--- config.mk ---
export PLATFORM = sky130hd
export DESIGN_NAME = string_escape_decoder_top
export DESIGN_NICKNAME = d
export VERILOG_FILES = /design/src/rtl/sed_pkg.sv /design/src/rtl/string_escape_decoder_top.sv /design/src/rtl/sed_front.sv /design/src/rtl/sed_queue.sv /design/src/rtl/sed_back.sv
export VERILOG_INCLUDE_DIRS = /design/src /design/src/rtl
export SDC_FILE = /design/constraint.sdc
export NUM_CORES = 1
export LEC_CHECK = 0
export BUFFER_PORTS_ARGS = -buffer_cell sky130_fd_sc_hd__buf_2
export CAP_MARGIN = 20
export CORE_MARGIN = 2
export CORE_UTILIZATION = 45
export DETAILED_ROUTE_END_ITERATION = 10
export PLACE_DENSITY = 0.59
export SKIP_LAST_GASP = 1
export SLEW_MARGIN = 20
export SYNTH_ARGS = -nofsm -noshare
export SYNTH_HDL_FRONTEND = slang
export SYNTH_SLANG_ARGS = --single-unit
--- constraint.sdc ---
create_clock -name clk_i -period 13.4 [get_ports clk_i]
set_input_delay 4.02 -clock clk_i [delete_from_list [all_inputs] [get_ports clk_i]]
set_output_delay 4.02 -clock clk_i [all_outputs]
set_load 0.005 [all_outputs]
--- src/rtl/string_escape_decoder_top_defines.svh ---
// Assertion macros shared by the escape decoder RTL.
`ifndef STRING_ESCAPE_DECODER_TOP_DEFINES_SVH
`define STRING_ESCAPE_DECODER_TOP_DEFINES_SVH

`ifndef NO_ASSERTIONS
// Same-cycle implication, checked outside reset.
`define SED_ASSERT_NOW(lbl, ante, cons) \
  lbl: assert property (@(posedge clk_i) disable iff (!rst_ni) (ante) |-> (cons)) \
    else $error("escape decoder check failed");
// Next-cycle implication, checked outside reset.
`define SED_ASSERT_NEXT(lbl, ante, cons) \
  lbl: assert property (@(posedge clk_i) disable iff (!rst_ni) (ante) |=> (cons)) \
    else $error("escape decoder check failed");
`else
`define SED_ASSERT_NOW(lbl, ante, cons)
`define SED_ASSERT_NEXT(lbl, ante, cons)
`endif

`endif

--- src/rtl/sed_pkg.sv ---
package sed_pkg;

  // Command queue between the classifier and the byte sequencer.
  localparam int unsigned QDEPTH = 4;
  localparam int unsigned QAW = $clog2(QDEPTH);
  localparam int unsigned QCW = $clog2(QDEPTH + 1);

  // Positions in the pending mask of one command.
  localparam int unsigned PEND_B3 = 3;
  localparam int unsigned PEND_B2 = 2;
  localparam int unsigned PEND_B1 = 1;
  localparam int unsigned PEND_B0 = 0;
  localparam int unsigned PEND_CHR = 4;
  localparam int unsigned PEND_END = 5;
  localparam int unsigned PEND_W = 6;

  // One classified input byte: a run value to flush, an optional character
  // and an end marker, each enabled by a bit of the pending mask.
  typedef struct packed {
    logic [31:0]       value;
    logic [7:0]        chr;
    logic [PEND_W-1:0] pend;
    logic              last;
  } sed_cmd_t;

endpackage

--- src/rtl/string_escape_decoder_top.sv ---
// Backslash escape decoder for the text of a string literal.
// Input channel: in_byte_i/in_last_i with in_valid_i and in_stall_o; one byte
// per transaction, in_last_i on the final byte of the literal.
// Output channel: out_byte_o/out_byte_valid_o/out_last_o with out_valid_o and
// out_stall_i; one decoded byte or a bare end marker per transaction.
// Each input byte gives zero to five results. A classifier takes one byte per
// cycle unless the queue is full and queues a command (up to four run bytes,
// one character, an end marker); a sequencer gives one result per cycle from
// the queue head unless the receiver stalls. Commands are registered in the
// queue, results in the output register. Throughput is one byte per cycle
// while each byte gives at most one result; a byte with k results holds the
// sequencer; the four-entry queue absorbs bursts before in_stall_o rises.
// When the receiver stalls, the held result stays on the outputs and the
// queue fills; the input side stalls only once the queue is full.
// Reset clears the decoder to plain text mode and empties the queue and the
// output register.
`include "string_escape_decoder_top_defines.svh"

module string_escape_decoder_top (
  input  logic       clk_i,
  input  logic       rst_ni,
  input  logic       in_valid_i,
  output logic       in_stall_o,
  input  logic [7:0] in_byte_i,
  input  logic       in_last_i,
  output logic       out_valid_o,
  input  logic       out_stall_i,
  output logic [7:0] out_byte_o,
  output logic       out_byte_valid_o,
  output logic       out_last_o
);

  logic                     accept;
  logic                     q_push;
  logic                     q_pop;
  logic                     q_empty;
  logic                     q_full;
  logic [sed_pkg::QCW-1:0]  q_count;
  sed_pkg::sed_cmd_t        cmd;
  sed_pkg::sed_cmd_t        head;

  assign in_stall_o = q_full;
  assign accept     = in_valid_i && !in_stall_o;

  // Classifier: mode tracking and digit accumulation.
  sed_front u_front (
    .clk_i     (clk_i),
    .rst_ni    (rst_ni),
    .accept_i  (accept),
    .in_byte_i (in_byte_i),
    .in_last_i (in_last_i),
    .push_o    (q_push),
    .cmd_o     (cmd)
  );

  // Command queue.
  sed_queue u_queue (
    .clk_i      (clk_i),
    .rst_ni     (rst_ni),
    .push_i     (q_push),
    .push_cmd_i (cmd),
    .pop_i      (q_pop),
    .head_o     (head),
    .empty_o    (q_empty),
    .full_o     (q_full),
    .count_o    (q_count)
  );

  // Sequencer and output register.
  sed_back u_back (
    .clk_i            (clk_i),
    .rst_ni           (rst_ni),
    .head_i           (head),
    .empty_i          (q_empty),
    .pop_o            (q_pop),
    .out_valid_o      (out_valid_o),
    .out_stall_i      (out_stall_i),
    .out_byte_o       (out_byte_o),
    .out_byte_valid_o (out_byte_valid_o),
    .out_last_o       (out_last_o)
  );

  // The sequencer never pops an empty queue.
  `SED_ASSERT_NOW(a_pop_not_empty, q_pop, !q_empty)
  // Every queued command carries at least one result.
  `SED_ASSERT_NOW(a_push_has_work, q_push, cmd.pend != '0)
  // A bare end marker is always the final result and carries a zero byte.
  `SED_ASSERT_NOW(a_marker_is_last, out_valid_o && !out_byte_valid_o,
                  out_last_o && (out_byte_o == 8'h00))
  // A push into a full queue would be lost; a push and no pop grows the count.
  `SED_ASSERT_NEXT(a_count_grows, q_push && !q_pop && !q_full,
                   q_count == $past(q_count) + 1'b1)

endmodule

--- src/rtl/sed_front.sv ---
module sed_front (
  input  logic              clk_i,
  input  logic              rst_ni,
  input  logic              accept_i,
  input  logic [7:0]        in_byte_i,
  input  logic              in_last_i,
  output logic              push_o,
  output sed_pkg::sed_cmd_t cmd_o
);

  // Decoder mode, one-hot.
  typedef enum logic [4:0] {
    MODE_PLAIN = 5'b00001,
    MODE_ESC   = 5'b00010,
    MODE_BIN   = 5'b00100,
    MODE_OCT   = 5'b01000,
    MODE_HEX   = 5'b10000
  } mode_e;

  localparam logic [7:0] CH_BSLASH = 8'h5C;
  localparam logic [7:0] CH_ZERO   = 8'h30;
  localparam logic [7:0] CH_ONE    = 8'h31;
  localparam logic [7:0] CH_SEVEN  = 8'h37;
  localparam logic [7:0] CH_NINE   = 8'h39;
  localparam logic [7:0] CH_UA     = 8'h41;
  localparam logic [7:0] CH_UB     = 8'h42;
  localparam logic [7:0] CH_UF     = 8'h46;
  localparam logic [7:0] CH_LA     = 8'h61;
  localparam logic [7:0] CH_LB     = 8'h62;
  localparam logic [7:0] CH_LF     = 8'h66;
  localparam logic [7:0] CH_LN     = 8'h6E;
  localparam logic [7:0] CH_LO     = 8'h6F;
  localparam logic [7:0] CH_LR     = 8'h72;
  localparam logic [7:0] CH_LT     = 8'h74;
  localparam logic [7:0] CH_LU     = 8'h75;
  localparam logic [7:0] CH_LV     = 8'h76;
  localparam logic [7:0] CH_LX     = 8'h78;

  localparam logic [7:0] CTL_NL  = 8'h0A;
  localparam logic [7:0] CTL_TAB = 8'h09;
  localparam logic [7:0] CTL_CR  = 8'h0D;
  localparam logic [7:0] CTL_FF  = 8'h0C;
  localparam logic [7:0] CTL_VT  = 8'h0B;
  localparam logic [7:0] CTL_BS  = 8'h08;
  localparam logic [7:0] CTL_BEL = 8'h07;

  localparam logic [5:0] LIMIT_BIN = 6'd32;
  localparam logic [5:0] LIMIT_OCT = 6'd10;
  localparam logic [5:0] LIMIT_HEX = 6'd8;

  // Digit value in the radix of the mode; bit 4 set means not a digit.
  function automatic logic [4:0] digit_value(input logic [7:0] b, input mode_e m);
    logic [4:0] d;
    d = 5'h10;
    unique case (m)
      MODE_BIN: begin
        if (b == CH_ZERO || b == CH_ONE) d = {1'b0, b[3:0]};
      end
      MODE_OCT: begin
        if (b >= CH_ZERO && b <= CH_SEVEN) d = {1'b0, b[3:0]};
      end
      default: begin
        if (b >= CH_ZERO && b <= CH_NINE) d = {1'b0, b[3:0]};
        else if ((b >= CH_UA && b <= CH_UF) || (b >= CH_LA && b <= CH_LF))
          d = {1'b0, b[3:0] + 4'd9};
      end
    endcase
    return d;
  endfunction

  mode_e       mode_q, mode_d;
  logic [31:0] acc_q, acc_d;
  logic [5:0]  cnt_q, cnt_d;

  logic [4:0]  dig;
  logic [31:0] acc_sh;
  logic [31:0] acc_n;
  logic [5:0]  cnt_n;
  logic [5:0]  limit;
  logic        flush;
  logic [31:0] flush_val;
  logic        chr_v;
  logic [7:0]  chr;
  logic [3:0]  nz;
  logic        run_after;

  // Shift-add of the digit run.
  always_comb begin
    dig = digit_value(in_byte_i, mode_q);
    unique case (mode_q)
      MODE_BIN: begin
        acc_sh = {acc_q[30:0], 1'b0};
        limit  = LIMIT_BIN;
      end
      MODE_OCT: begin
        acc_sh = {acc_q[28:0], 3'b000};
        limit  = LIMIT_OCT;
      end
      default: begin
        acc_sh = {acc_q[27:0], 4'b0000};
        limit  = LIMIT_HEX;
      end
    endcase
    acc_n = acc_sh + {28'd0, dig[3:0]};
    cnt_n = cnt_q + 6'd1;
  end

  // Classify the byte and compute the next mode.
  always_comb begin
    mode_d    = mode_q;
    acc_d     = acc_q;
    cnt_d     = cnt_q;
    flush     = 1'b0;
    flush_val = acc_q;
    chr_v     = 1'b0;
    chr       = in_byte_i;
    unique case (mode_q)
      MODE_ESC: begin
        mode_d = MODE_PLAIN;
        acc_d  = '0;
        cnt_d  = '0;
        unique case (in_byte_i)
          CH_ZERO: chr_v = 1'b0;
          CH_LN: begin
            chr_v = 1'b1;
            chr   = CTL_NL;
          end
          CH_LT: begin
            chr_v = 1'b1;
            chr   = CTL_TAB;
          end
          CH_LR: begin
            chr_v = 1'b1;
            chr   = CTL_CR;
          end
          CH_LF: begin
            chr_v = 1'b1;
            chr   = CTL_FF;
          end
          CH_LV: begin
            chr_v = 1'b1;
            chr   = CTL_VT;
          end
          CH_LB: begin
            chr_v = 1'b1;
            chr   = CTL_BS;
          end
          CH_LA: begin
            chr_v = 1'b1;
            chr   = CTL_BEL;
          end
          CH_UB: mode_d = MODE_BIN;
          CH_LO: mode_d = MODE_OCT;
          CH_LX, CH_LU: mode_d = MODE_HEX;
          default: chr_v = 1'b1;
        endcase
      end
      MODE_BIN, MODE_OCT, MODE_HEX: begin
        if (!dig[4]) begin
          acc_d = acc_n;
          cnt_d = cnt_n;
          if (cnt_n >= limit) begin
            flush     = 1'b1;
            flush_val = acc_n;
            mode_d    = MODE_PLAIN;
            acc_d     = '0;
            cnt_d     = '0;
          end
        end else begin
          // A non-digit ends the run; a backslash then opens an escape, any other byte is plain text.
          flush = 1'b1;
          acc_d = '0;
          cnt_d = '0;
          if (in_byte_i == CH_BSLASH) begin
            mode_d = MODE_ESC;
          end else begin
            mode_d = MODE_PLAIN;
            chr_v  = 1'b1;
          end
        end
      end
      default: begin
        if (in_byte_i == CH_BSLASH) mode_d = MODE_ESC;
        else chr_v = 1'b1;
      end
    endcase

    // The final byte flushes a pending run and returns to reset state.
    run_after = (mode_d == MODE_BIN) || (mode_d == MODE_OCT) || (mode_d == MODE_HEX);
    if (in_last_i) begin
      if (run_after) begin
        flush     = 1'b1;
        flush_val = acc_d;
      end
      mode_d = MODE_PLAIN;
      acc_d  = '0;
      cnt_d  = '0;
    end
  end

  // Build the command for the sequencer.
  always_comb begin
    nz = {|flush_val[31:24], |flush_val[23:16], |flush_val[15:8], |flush_val[7:0]};
    cmd_o.value = flush_val;
    cmd_o.chr   = chr;
    cmd_o.last  = in_last_i;
    cmd_o.pend[sed_pkg::PEND_B3] = flush & nz[3];
    cmd_o.pend[sed_pkg::PEND_B2] = flush & nz[2];
    cmd_o.pend[sed_pkg::PEND_B1] = flush & nz[1];
    cmd_o.pend[sed_pkg::PEND_B0] = flush & nz[0];
    cmd_o.pend[sed_pkg::PEND_CHR] = chr_v;
    cmd_o.pend[sed_pkg::PEND_END] = in_last_i && !(chr_v || (flush && (|nz)));
  end

  assign push_o = accept_i && (|cmd_o.pend);

  // Mode and run state advance once per accepted transaction.
  always_ff @(posedge clk_i or negedge rst_ni) begin
    if (!rst_ni) begin
      mode_q <= MODE_PLAIN;
      acc_q  <= '0;
      cnt_q  <= '0;
    end else if (accept_i) begin
      mode_q <= mode_d;
      acc_q  <= acc_d;
      cnt_q  <= cnt_d;
    end
  end

endmodule

--- src/rtl/sed_queue.sv ---
module sed_queue (
  input  logic                     clk_i,
  input  logic                     rst_ni,
  input  logic                     push_i,
  input  sed_pkg::sed_cmd_t        push_cmd_i,
  input  logic                     pop_i,
  output sed_pkg::sed_cmd_t        head_o,
  output logic                     empty_o,
  output logic                     full_o,
  output logic [sed_pkg::QCW-1:0]  count_o
);

  sed_pkg::sed_cmd_t             mem_q [sed_pkg::QDEPTH];
  logic [sed_pkg::QAW-1:0]       wptr_q, rptr_q;
  logic [sed_pkg::QCW-1:0]       cnt_q;

  assign empty_o = (cnt_q == '0);
  assign full_o  = (cnt_q == sed_pkg::QCW'(sed_pkg::QDEPTH));
  assign head_o  = mem_q[rptr_q];
  assign count_o = cnt_q;

  // Storage; no reset needed for payload.
  always_ff @(posedge clk_i) begin
    if (push_i) mem_q[wptr_q] <= push_cmd_i;
  end

  // Pointers and fill count.
  always_ff @(posedge clk_i or negedge rst_ni) begin
    if (!rst_ni) begin
      wptr_q <= '0;
      rptr_q <= '0;
      cnt_q  <= '0;
    end else begin
      if (push_i) wptr_q <= wptr_q + 1'b1;
      if (pop_i) rptr_q <= rptr_q + 1'b1;
      if (push_i && !pop_i) cnt_q <= cnt_q + 1'b1;
      else if (pop_i && !push_i) cnt_q <= cnt_q - 1'b1;
    end
  end

endmodule

--- src/rtl/sed_back.sv ---
module sed_back (
  input  logic              clk_i,
  input  logic              rst_ni,
  input  sed_pkg::sed_cmd_t head_i,
  input  logic              empty_i,
  output logic              pop_o,
  output logic              out_valid_o,
  input  logic              out_stall_i,
  output logic [7:0]        out_byte_o,
  output logic              out_byte_valid_o,
  output logic              out_last_o
);

  logic [sed_pkg::PEND_W-1:0] done_q, done_d;
  logic [sed_pkg::PEND_W-1:0] rem;
  logic [sed_pkg::PEND_W-1:0] sel;
  logic [7:0]                 byte_sel;
  logic                       is_final;
  logic                       advance;

  logic       out_valid_q, out_valid_d;
  logic [7:0] out_byte_q;
  logic       out_bv_q;
  logic       out_last_q;

  // Pick the next result of the head command, high run byte first.
  always_comb begin
    rem      = head_i.pend & ~done_q;
    sel      = '0;
    byte_sel = '0;
    priority if (rem[sed_pkg::PEND_B3]) begin
      sel[sed_pkg::PEND_B3] = 1'b1;
      byte_sel = head_i.value[31:24];
    end else if (rem[sed_pkg::PEND_B2]) begin
      sel[sed_pkg::PEND_B2] = 1'b1;
      byte_sel = head_i.value[23:16];
    end else if (rem[sed_pkg::PEND_B1]) begin
      sel[sed_pkg::PEND_B1] = 1'b1;
      byte_sel = head_i.value[15:8];
    end else if (rem[sed_pkg::PEND_B0]) begin
      sel[sed_pkg::PEND_B0] = 1'b1;
      byte_sel = head_i.value[7:0];
    end else if (rem[sed_pkg::PEND_CHR]) begin
      sel[sed_pkg::PEND_CHR] = 1'b1;
      byte_sel = head_i.chr;
    end else begin
      sel[sed_pkg::PEND_END] = 1'b1;
    end
    is_final = ((rem & ~sel) == '0);
  end

  // A free or drained output register takes the next result of a queued command.
  assign advance     = !empty_i && (!out_valid_q || !out_stall_i);
  assign pop_o       = advance && is_final;
  assign out_valid_d = advance || (out_valid_q && out_stall_i);

  always_comb begin
    done_d = done_q;
    if (advance) done_d = is_final ? '0 : (done_q | sel);
  end

  always_ff @(posedge clk_i or negedge rst_ni) begin
    if (!rst_ni) begin
      done_q      <= '0;
      out_valid_q <= 1'b0;
    end else begin
      done_q      <= done_d;
      out_valid_q <= out_valid_d;
    end
  end

  // Result payload.
  always_ff @(posedge clk_i) begin
    if (advance) begin
      out_byte_q <= byte_sel;
      out_bv_q   <= !sel[sed_pkg::PEND_END];
      out_last_q <= head_i.last && is_final;
    end
  end

  assign out_valid_o      = out_valid_q;
  assign out_byte_o       = out_byte_q;
  assign out_byte_valid_o = out_bv_q;
  assign out_last_o       = out_last_q;

endmodule
After elaboration in Yosys (flattened, before gate mapping)
Memory sizes are Yosys's and may differ from the RTL's.
Index checks and enable logic that the tools add are counted.

storage, ports and cells
  register bits = 67
  RAM bits = 188
  input bits = 13
  output and inout port bits = 12
  memories = 1

memories
  name           depth  bits a word  read ports  clocked after memory_dff  write ports  line             RTL
  u_queue.mem_q  4      47           1           0                         1            sed_queue.sv:13  sed_pkg::sed_cmd_t mem_q [sed_pkg::QDEPTH];

operators by class
  add/subtract/negate cells = 7
  $lt $le $gt $ge = 8
  equality and inequality tests = 22
  multiplexer cells = 61
  bitwise operators = 9
  reductions and logical operators = 43

operators by type and width
  operator                                             count
  2-to-1 mux 32 bit                                    8
  one-hot mux 32 bit (2 select lines)                  2
  == test 8 x 7 -> 1 bit, second input constant        12
  one-hot mux 8 bit (7 select lines)                   1
  2-to-1 mux 8 bit                                     6
  2-to-1 mux 5 bit                                     8
  adder 32 x 4 -> 32 bit                               1
  OR reduction 32 bit                                  1
  OR reduction 8 bit                                   4
  2-to-1 mux 6 bit                                     4
  one-hot mux 6 bit (2 select lines)                   2
  one-hot mux 5 bit (2 select lines)                   2
  2-to-1 mux 1 bit                                     17
  == test 8 x 6 -> 1 bit, second input constant        2
  >= comparator 8 x 7 -> 1 bit, second input constant  2
  <= comparator 8 x 6 -> 1 bit, second input constant  2
  <= comparator 8 x 7 -> 1 bit, second input constant  2
  one-hot mux 5 bit (3 select lines)                   1
  logical AND 1 bit                                    14
  bitwise AND 6 bit                                    2
  2-to-1 mux 2 bit                                     6
  NOT 6 bit                                            2
  == test 5 x 3 -> 1 bit, second input constant        2
  == test 5 x 4 -> 1 bit, second input constant        2
  25 further kinds                                     45

Longest topological paths before layout
Gate-level depths: netlist (run 1).

  word-level depth = 24
  mapped depth = 28
  gate-level depth less buffers = 27

Hierarchy
Synthesis (run 1) repeated with hierarchy kept, for this count alone.

unflattened totals
  cell total of the unflattened synthesis = 1069
  area, all modules = 13188.9 um^2

by module, submodules not included
  module                     instances  cells an instance  area an instance (um^2)
  sed_queue                  1          280                7198.2
  sed_front                  1          700                5032.3
  sed_back                   1          88                 944.7
  string_escape_decoder_top  1          1                  13.8

Least setup slack after synthesis (run 1)
Ideal clock, no wire load.

  kind = in2reg
  start point = input port in_byte_i[0]
  end point = memory u_queue.mem_q[0][0] in the netlist's numbering (enable)
  library setup time = 0.409 ns
  data arrival time = 9.469 ns
  data required time = 12.991 ns
  path slack = 3.522 ns
  stages on the path = 22
  buffers on the path = 0
  path through = inv_1 ha_1 and2_1 o21ai_0 a211oi_1 nor2b_1 o21ai_0 o21ai_0 a32o_1 ha_1 a21o_1 a21oi_1 a21oi_1 nand3_2 nor3_1 nand3_1 xnor2_1 a2111oi_0 o221ai_1 a2111oi_4 a211oi_2 and2_1

on the way
  cells in the longest elaborated chain, start to end = 22
  elaborated cells on any way between the ends = 72
  classes of those cells = 2 x add/sub; 7 x order compare; 10 x eq/ne; 28 x mux; 4 x bitwise; 21 x reduce/logical

RTL lines
  item                                                             line                             RTL
  from (decl)                                                      string_escape_decoder_top.sv:24  input logic [7:0] in_byte_i,
  branches (longest 18 deep; another with adder 32 x 4 -> 32 bit)  --
  OR reduction 6 bit *                                             sed_front.sv:215                 assign push_o = accept_i && (|cmd_o.pend);
  logical AND 1 bit *                                              sed_front.sv:215
  net q_push                                                       string_escape_decoder_top.sv:34  logic q_push;
  2-to-1 mux 1 bit *                                               sed_queue.sv:24                  if (push_i) mem_q[wptr_q] <= push_cmd_i;
  2-to-1 mux 1 bit (not written as such) *                         sed_queue.sv:24
  to (decl)                                                        sed_queue.sv:13

Mark *: on every way through the listed nets, which the timed path passes.

Worst setup path in the final report (run 1)
  start point = input port in_byte_i[0]
  end point = memory u_queue.mem_q[1][23] in the netlist's numbering (enable)

The elaborated chain is that of the path after synthesis.

==> impl_metrics.env, run 1 <==
export IMPL_rows=63
export IMPL_switchingPower_uw=851
export IMPL_antenna_found_initial=0
export IMPL_cp_slowest_stage_delay_ps=870
export IMPL_dr_pass1_iters=6
export IMPL_cpMostUsedCell="o21ai_0"
export IMPL_synthDistinctLibCells=91
export IMPL_p_int_mw=1.81
export IMPL_hold_path_startpoint="u_back.out_valid_o$_DFF_PN0_"
export IMPL_worstReg2RegEnd="u_queue.mem_q[1][23]$_DFFE_PP_"
export IMPL_ys_seq_area_share_pct=53.7
export IMPL_clk_latency_ps=540
export IMPL_overflow=0
export IMPL_synth_flop_cell="edfxtp_1"
export IMPL_ctsHoldBuffers=0
export IMPL_grt_use_total_pct=23.2
export IMPL_final_hold_violation_count=0
export IMPL_cap_violations=0
export IMPL_slew_headroom_pct=33.4
export IMPL_leakagePower_nw=5.17
export IMPL_syn_area_um2=13700
export IMPL_cts_tree="yes"
export IMPL_setup_viol=0
export IMPL_cp_cell_sequence="buf_2 -> inv_1 -> ha_1 -> and2_1 -> o21ai_0 -> a211oi_1 -> nor2b_1 -> o21ai_0 -> o21ai_0 -> a32o_1 -> ha_1 -> a21o_1 -> a21oi_1 -> a21oi_1 -> nand3_2 -> nor3_1 -> nand3_1 -> xnor2_1 -> a2111oi_0 -> o221ai_1 -> a2111oi_4 -> a211oi_2 -> and2_2 -> buf_4"
export IMPL_p_clk_share_pct=27.3
export IMPL_initial_utilization_pct=46.0
export IMPL_skew_ps=12.6
export IMPL_hold_worst_slack_ps=493
export IMPL_vias=9805
export IMPL_synth_fp_nets=1209
export IMPL_r2r_setup_slack_ps=6250
export IMPL_cts_path_max_buffers=3
export IMPL_synth_most_common_cell="edfxtp_1"
export IMPL_utilization_pct=50.2
export IMPL_fin_nets=1199
export IMPL_core_area_um2=29900
export IMPL_crit_slowest_cell="and2_2"
export IMPL_fmax_mhz=95.5
export IMPL_placed_cell_area_um2=14100
export IMPL_startpoint_type="input port"
export IMPL_drc_errors=0
export IMPL_sw_frac_of_total_pct=32.0
export IMPL_wl_per_cell_um=22.9
export IMPL_synth_top_area_share_pct=43.3
export IMPL_cts_setup_buffers=0
export IMPL_rr_worst_depth=18
export IMPL_avgSynthCellArea_um2=11.7
export IMPL_outcome="finished, final reports clean"
export IMPL_crit_type="in -> reg"
export IMPL_layout_drive_gt1_share_pct=15.1
export IMPL_wl_um=36100
export IMPL_critPathRequiredTime_ps=13620
export IMPL_rsz0062_at_grt="no"
export IMPL_whs_endpoint="u_back.out_valid_o$_DFF_PN0_"
export IMPL_chipWidth_um=179
export IMPL_period_share_pct=78.2
export IMPL_min_period_ps=10480
export IMPL_ant_nets=0
export IMPL_routabilityCongestion=0.935
export IMPL_viasPerCell=6.21
export IMPL_hpwl_um=23900
export IMPL_cp_arrival_ps=10700
export IMPL_hold_path_depth=2
export IMPL_path_max_fanout=35
export IMPL_dr_first_iter_drc_count=911
export IMPL_ctsResizeCount=0
export IMPL_ctsRootBufferMaster="clkbuf_16"
export IMPL_clk_pin_slew_worst_paths_ps=60
export IMPL_grt_pass1_vias=9428
export IMPL_area_growth_pct=9.12
export IMPL_async_flop_share_pct=22.4
export IMPL_hold_path_class="reg -> reg"
export IMPL_yosysTopAreaCell="edfxtp_1"
export IMPL_grt_max_degree=58
export IMPL_p_per_area_nw_per_um2=177
export IMPL_ys_warn_count=0
export IMPL_die_area_um2=31900
export IMPL_combPwrFrac_pct=30.3
export IMPL_r2r_start="u_front.mode_q[2]$_DFFE_PN0P_"
export IMPL_die_h_um=179
export IMPL_synth_edff_count=198
export IMPL_htree_num_levels=1
export IMPL_cts_sinks=255
export IMPL_worst_pin_slew_ps=999
export IMPL_ios=25
export IMPL_cts_buffers=27
export IMPL_end_kind="flip-flop"
export IMPL_io_buffers=24
export IMPL_vdd_drop_max_mv=0.104
export IMPL_drv_slew=0
export IMPL_final_area_um2=15000
export IMPL_n_antenna_cell=0
export IMPL_grt_first_pass_wirelength_um=56400
export IMPL_synth_cells=1178
export IMPL_seqPwrFrac_pct=42.4
export IMPL_synth_common_cells="edfxtp_1 (198), nand2_1 (97), nor2_1 (88)"
export IMPL_ys_ff_latch=255
export IMPL_setup_tns_ps=0
export IMPL_synth_top_cells_by_area="edfxtp_1 (43%), dfrtp_1 (10%), mux4_2 (7.7%)"
## per-stage QoR
| step | setup slack [ps] | cells | total power [mW] |
|---|---|---|---|
| after CTS | 2970 | 1578 | 2.69 |
| final | 2920 | 1578 | 2.66 |
| after global placement | 2610 | 1529 | 1.96 |
| after global routing | 2120 | 1578 | 2.80 |
| after detailed placement | 2430 | 1529 | 1.97 |
| after floorplan | 3520 | 1178 | 1.71 |
## worst max-delay path, delay by kind of cell
family / cells / cell delay [ps]
buffers and inverters: 3 / 640
AO/OA/AOI/OAI: 12 / 2790
AND/OR/NAND/NOR: 6 / 2380
XOR/XNOR: 1 / 380
adder cells (fa/ha/maj): 2 / 460
## cell usage in the layout, fill, tap and decap left out, drive strengths merged, types with 30 or more instances in the layout
cell | netlist | final
edfxtp | 198 | 198
a22oi | 30 | 30
a21oi | 65 | 65
nor3 | 34 | 34
mux4 | 47 | 47
o21ai | 73 | 73
clkbuf | 59 | 36
nand2 | 97 | 97
nor2 | 88 | 88
buf | 28 | 48
dfrtp | 56 | 56
## worst max-delay path by stage
| stage | depth (start not counted) | startpoint | slack, ps | end |
|---|---|---|---|---|
| after global routing | 24 | in_byte_i[0] | 2120 | u_queue.mem_q[1][31]$_DFFE_PP_ |
| after CTS | 24 | in_byte_i[0] | 2970 | u_queue.mem_q[1][31]$_DFFE_PP_ |
| after global placement | 24 | in_byte_i[0] | 2610 | u_queue.mem_q[1][8]$_DFFE_PP_ |
| after floorplan | 22 | in_byte_i[0] | 3520 | u_queue.mem_q[0][0]$_DFFE_PP_ |
| after detailed placement | 24 | in_byte_i[0] | 2430 | u_queue.mem_q[1][24]$_DFFE_PP_ |
| final | 24 | in_byte_i[0] | 2920 | u_queue.mem_q[1][23]$_DFFE_PP_ |
## layout make-up
| type | count | area, µm² |
|---|---|---|
| clock buffer | 36 | 719 |
| tap | 390 | 488 |
| inverter | 27 | 101 |
| fill | 2587 | 14900 |
| multi-input combinational | 809 | 5870 |
| clock inverter | 13 | 129 |
| sequential | 255 | 7380 |
| timing repair buffer | 48 | 300 |
## power groups by stage
stage / clock network (mW) / registers [mW] / logic, mW
after floorplan: 0 / 1.11 / 0.599
after global placement: 0 / 1.14 / 0.820
after detailed placement: 0 / 1.14 / 0.825
after CTS: 0.738 / 1.13 / 0.825
after global routing: 0.769 / 1.14 / 0.889
final: 0.725 / 1.13 / 0.806
## registers in the layout, summed over array words and instances, names as in the netlist
register,cells
u_back.out_byte_o,8
u_front.acc_q,32
u_back.out_byte_valid_o,1
u_queue.rptr_q,2
u_queue.count_o,3
u_back.done_q,6
u_back.out_valid_o,1
u_front.mode_q,5
u_queue.mem_q,188
u_queue.wptr_q,2
u_front.cnt_q,6
u_back.out_last_o,1
## layer usage
| metal | track usage (%) | up-vias | share of wire [%] |
|---|---|---|---|
| met2 | 36.3 | 308 | 46 |
| li1 | - | 4532 | - |
| met5 | 0 | - | 0 |
| met3 | 2.88 | 75 | 5.4 |
| met1 | 33.9 | 4890 | 46 |
| met4 | 6.94 | 0 | 3.0 |
## kinds of logic (layout without fill, tap and decap cells)
| family | after synthesis | in the layout | synth area share (%) |
|---|---|---|---|
| AND/OR/NAND/NOR | 374 | 374 | 14.0 |
| AO/OA/AOI/OAI | 326 | 326 | 16.1 |
| flip-flops | 255 | 255 | 53.7 |
| buffers and inverters | 114 | 124 | 3.67 |
| multiplexers | 57 | 57 | 8.53 |
| XOR/XNOR | 33 | 33 | 2.10 |
| adder cells (fa/ha/maj) | 19 | 19 | 1.82 |
Note: power is estimated with default switching activity, not from simulation.
==> inputs of run 2 (changes only) <==
- ABC_AREA: not set -> 1
- PLACE_DENSITY: 0.59 -> 0.62
- clock period: 13.4 -> 9.2 ns (I/O delays scaled with it)
==> impl_metrics.env, run 2 <==
export IMPL_outcome="finished, final reports clean"
export IMPL_skew_ps=12.6
export IMPL_cts_tree="yes"
export IMPL_critPathTopFamily="simple AND/OR/NAND/NOR gates"
export IMPL_overflow=0
export IMPL_layout_common_cells="nand2_1 (499), nor2_1 (215), edfxtp_1 (198), inv_1 (181), o21ai_0 (134)"
export IMPL_hold_path_startpoint="u_back.out_valid_o$_DFF_PN0_"
export IMPL_synth_top_cells_by_area="edfxtp_1 (40%), nand2_1 (13%), dfrtp_1 (9.4%)"
export IMPL_leakagePower_nw=6.86
export IMPL_synth_top_family_by_area="simple AND/OR/NAND/NOR gates"
export IMPL_min_period_ps=7870
export IMPL_period_share_pct=85.5
export IMPL_final_area_um2=16300
export IMPL_ios=25
export IMPL_synthXorXnorAreaFrac_pct=0.587
export IMPL_dp_cells=2250
export IMPL_synth_fp_nets=1876
export IMPL_cp_slowest_stage_delay_ps=510
export IMPL_ctsRootBufferMaster="clkbuf_16"
export IMPL_viasPerCell=5.55
export IMPL_regMostFlops="u_queue.mem_q"
export IMPL_ys_ff_latch=255
export IMPL_cpMostUsedCell="nand2_1"
export IMPL_synth_top_area_share_pct=39.8
export IMPL_path_max_fanout=8
export IMPL_die_area_um2=34600
export IMPL_synth_edff_count=198
export IMPL_r2r_start="u_front.mode_q[3]$_DFFE_PN0P_"
export IMPL_cts_path_max_buffers=3
export IMPL_fin_nets=1870
export IMPL_ant_nets=0
export IMPL_synth_cells=1845
export IMPL_cts_buffers=29
export IMPL_cap_violations=0
export IMPL_htree_num_levels=1
export IMPL_power_mw=3.83
export IMPL_yosysTopAreaCell="edfxtp_1"
export IMPL_worstReg2RegEnd="u_queue.count_o[1]$_DFFE_PN0P_"
export IMPL_ys_seq_area_share_pct=49.4
export IMPL_area_growth_pct=9.45
export IMPL_drc_errors=0
export IMPL_fmax_mhz=127
export IMPL_post_layout_nonfiller_instances=2304
export IMPL_crit_type="in -> reg"
export IMPL_syn_area_um2=14900
export IMPL_synth_common_cells="nand2_1 (499), nor2_1 (221), edfxtp_1 (198)"
export IMPL_p_per_area_nw_per_um2=235
export IMPL_synthDistinctLibCells=56
export IMPL_chipWidth_um=186
export IMPL_whs_endpoint="u_back.out_valid_o$_DFF_PN0_"
export IMPL_rr_worst_depth=34
export IMPL_end_kind="flip-flop"
export IMPL_vdd_drop_max_mv=0.141
export IMPL_grt_max_degree=63
export IMPL_drv_slew=0
export IMPL_grt_pass1_vias=12113
export IMPL_initial_utilization_pct=45.8
export IMPL_synth_mux_area_fraction_pct=0.201
export IMPL_worst_pin_slew_ps=1050
export IMPL_synth_compound_gate_area_share_pct=12.7
export IMPL_crit_slowest_cell="a2111oi_0"
export IMPL_synth_flop_cell="edfxtp_1"
export IMPL_hold_path_class="reg -> reg"
export IMPL_cp_arrival_ps=8320
export IMPL_dr_pass1_iters=6
export IMPL_rsz0062_at_grt="no"
export IMPL_slew_headroom_pct=30.0
export IMPL_vias=12781
export IMPL_yosys_area_share_simple_pct=27.9
export IMPL_wl_um=43000
export IMPL_hold_worst_slack_ps=503
export IMPL_rows=66
export IMPL_critPathRequiredTime_ps=9650
export IMPL_hold_path_depth=2
export IMPL_cts_setup_buffers=0
export IMPL_layout_drive_gt1_share_pct=8.81
export IMPL_async_flop_share_pct=22.4
export IMPL_grt_use_total_pct=25.5
export IMPL_cts_sinks=255
export IMPL_setup_viol=0
export IMPL_final_common_cell="nand2_1"
export IMPL_r2r_setup_slack_ps=2380
export IMPL_largest_reg_flops=188
export IMPL_startpoint="in_byte_i[0]"
export IMPL_crit_cells=37
export IMPL_dr_first_iter_drc_count=1206
export IMPL_routabilityCongestion=0.948
export IMPL_antenna_found_initial=0
export IMPL_synth_most_common_cell="nand2_1"
export IMPL_ys_warn_count=0
export IMPL_io_buffers=24
export IMPL_die_h_um=186
export IMPL_ctsHoldBuffers=0
export IMPL_placed_cell_area_um2=15400
export IMPL_setup_tns_ps=0
export IMPL_hpwl_um=28800
export IMPL_wl_per_cell_um=18.7
export IMPL_synth_fa_ha_area_share_pct=1.61
export IMPL_clk_pin_slew_worst_paths_ps=60
export IMPL_startpoint_type="input port"
export IMPL_n_antenna_cell=0
export IMPL_core_area_um2=32600
export IMPL_fillCellCount=3152
export IMPL_cp_num_buf_inv=8
export IMPL_avgSynthCellArea_um2=8.09
export IMPL_final_hold_violation_count=0
export IMPL_clk_latency_ps=570
export IMPL_ctsResizeCount=0
export IMPL_grt_first_pass_wirelength_um=67900
## run 2: cell count changes in the layout (fill, tap and decap cells not counted), sizes merged, moves of 51 or more
cell	previous run	this run
nand2	97	511
inv	27	196
nor2	88	241
nand3	26	107
o21ai	73	151
nand4	11	62
## run 2: power by group
part | internal, mW | switching (mW) | total [mW] | leakage [nW]
Clock | 0.608 | 0.472 | 1.08 | 0.439
Combinational | 0.352 | 0.852 | 1.20 | 3.81
Sequential | 1.50 | 0.0525 | 1.55 | 2.61
Total | 2.46 | 1.38 | 3.83 | 6.86
## run 2: worst min-delay path, delay by kind of cell (launching register included)
kind	cells	cell delay, ps
DFF	1	340
and+or+nand+nor	2	130
## run 2: cell type report
class | count | area (µm²) | share of cell area (%)
repair buffers | 43 | 313 | 1.91
clock inverters | 17 | 113 | 0.689
clock buffers | 37 | 786 | 4.81
multi-input cells | 1316 | 6450 | 39.5
flip-flops and latches | 255 | 7370 | 45.1
inverters | 194 | 746 | 4.57
well taps | 442 | 553 | 3.39
## run 2: how the worst max path moves through the flow
stage / end / slack [ps]
3_5_place_dp: u_queue.count_o[1]$_DFFE_PN0P_ / 770
6_report: u_queue.count_o[1]$_DFFE_PN0P_ / 1330
2_1_floorplan: u_queue.mem_q[0][0]$_DFFE_PP_ / 830
3_3_place_gp: u_queue.count_o[1]$_DFFE_PN0P_ / 900
5_1_grt: u_queue.count_o[1]$_DFFE_PN0P_ / 840
4_1_cts: u_queue.count_o[1]$_DFFE_PN0P_ / 1370
## run 2: cells by family after synthesis
group | Yosys count
AND/OR/NAND/NOR | 944
AO/OA/AOI/OAI | 341
buffers and inverters | 274
flip-flops | 255
adder cells (fa/ha/maj) | 18
XOR/XNOR | 10
multiplexers | 3
## run 2: metal layers
metal / share of wire (%) / wire length [µm] / track usage [%] / vias to the layer above
li1: - / - / - / 6217
met1: 44 / 18900 / 35.6 / 5979
met2: 45 / 19500 / 41.2 / 500
met3: 7.5 / 3210 / 3.64 / 85
met4: 3.3 / 1400 / 7.94 / 0
met5: 0 / 0 / 0 / -
## run 2: per-stage QoR
| step | utilization, % | setup slack, ps |
|---|---|---|
| floorplan | - | 825 |
| global placement | 47.3 | 904 |
| detailed placement | 47.3 | 773 |
| CTS | 50.1 | 1370 |
| global route | 50.1 | 844 |
| finish | 50.1 | 1330 |
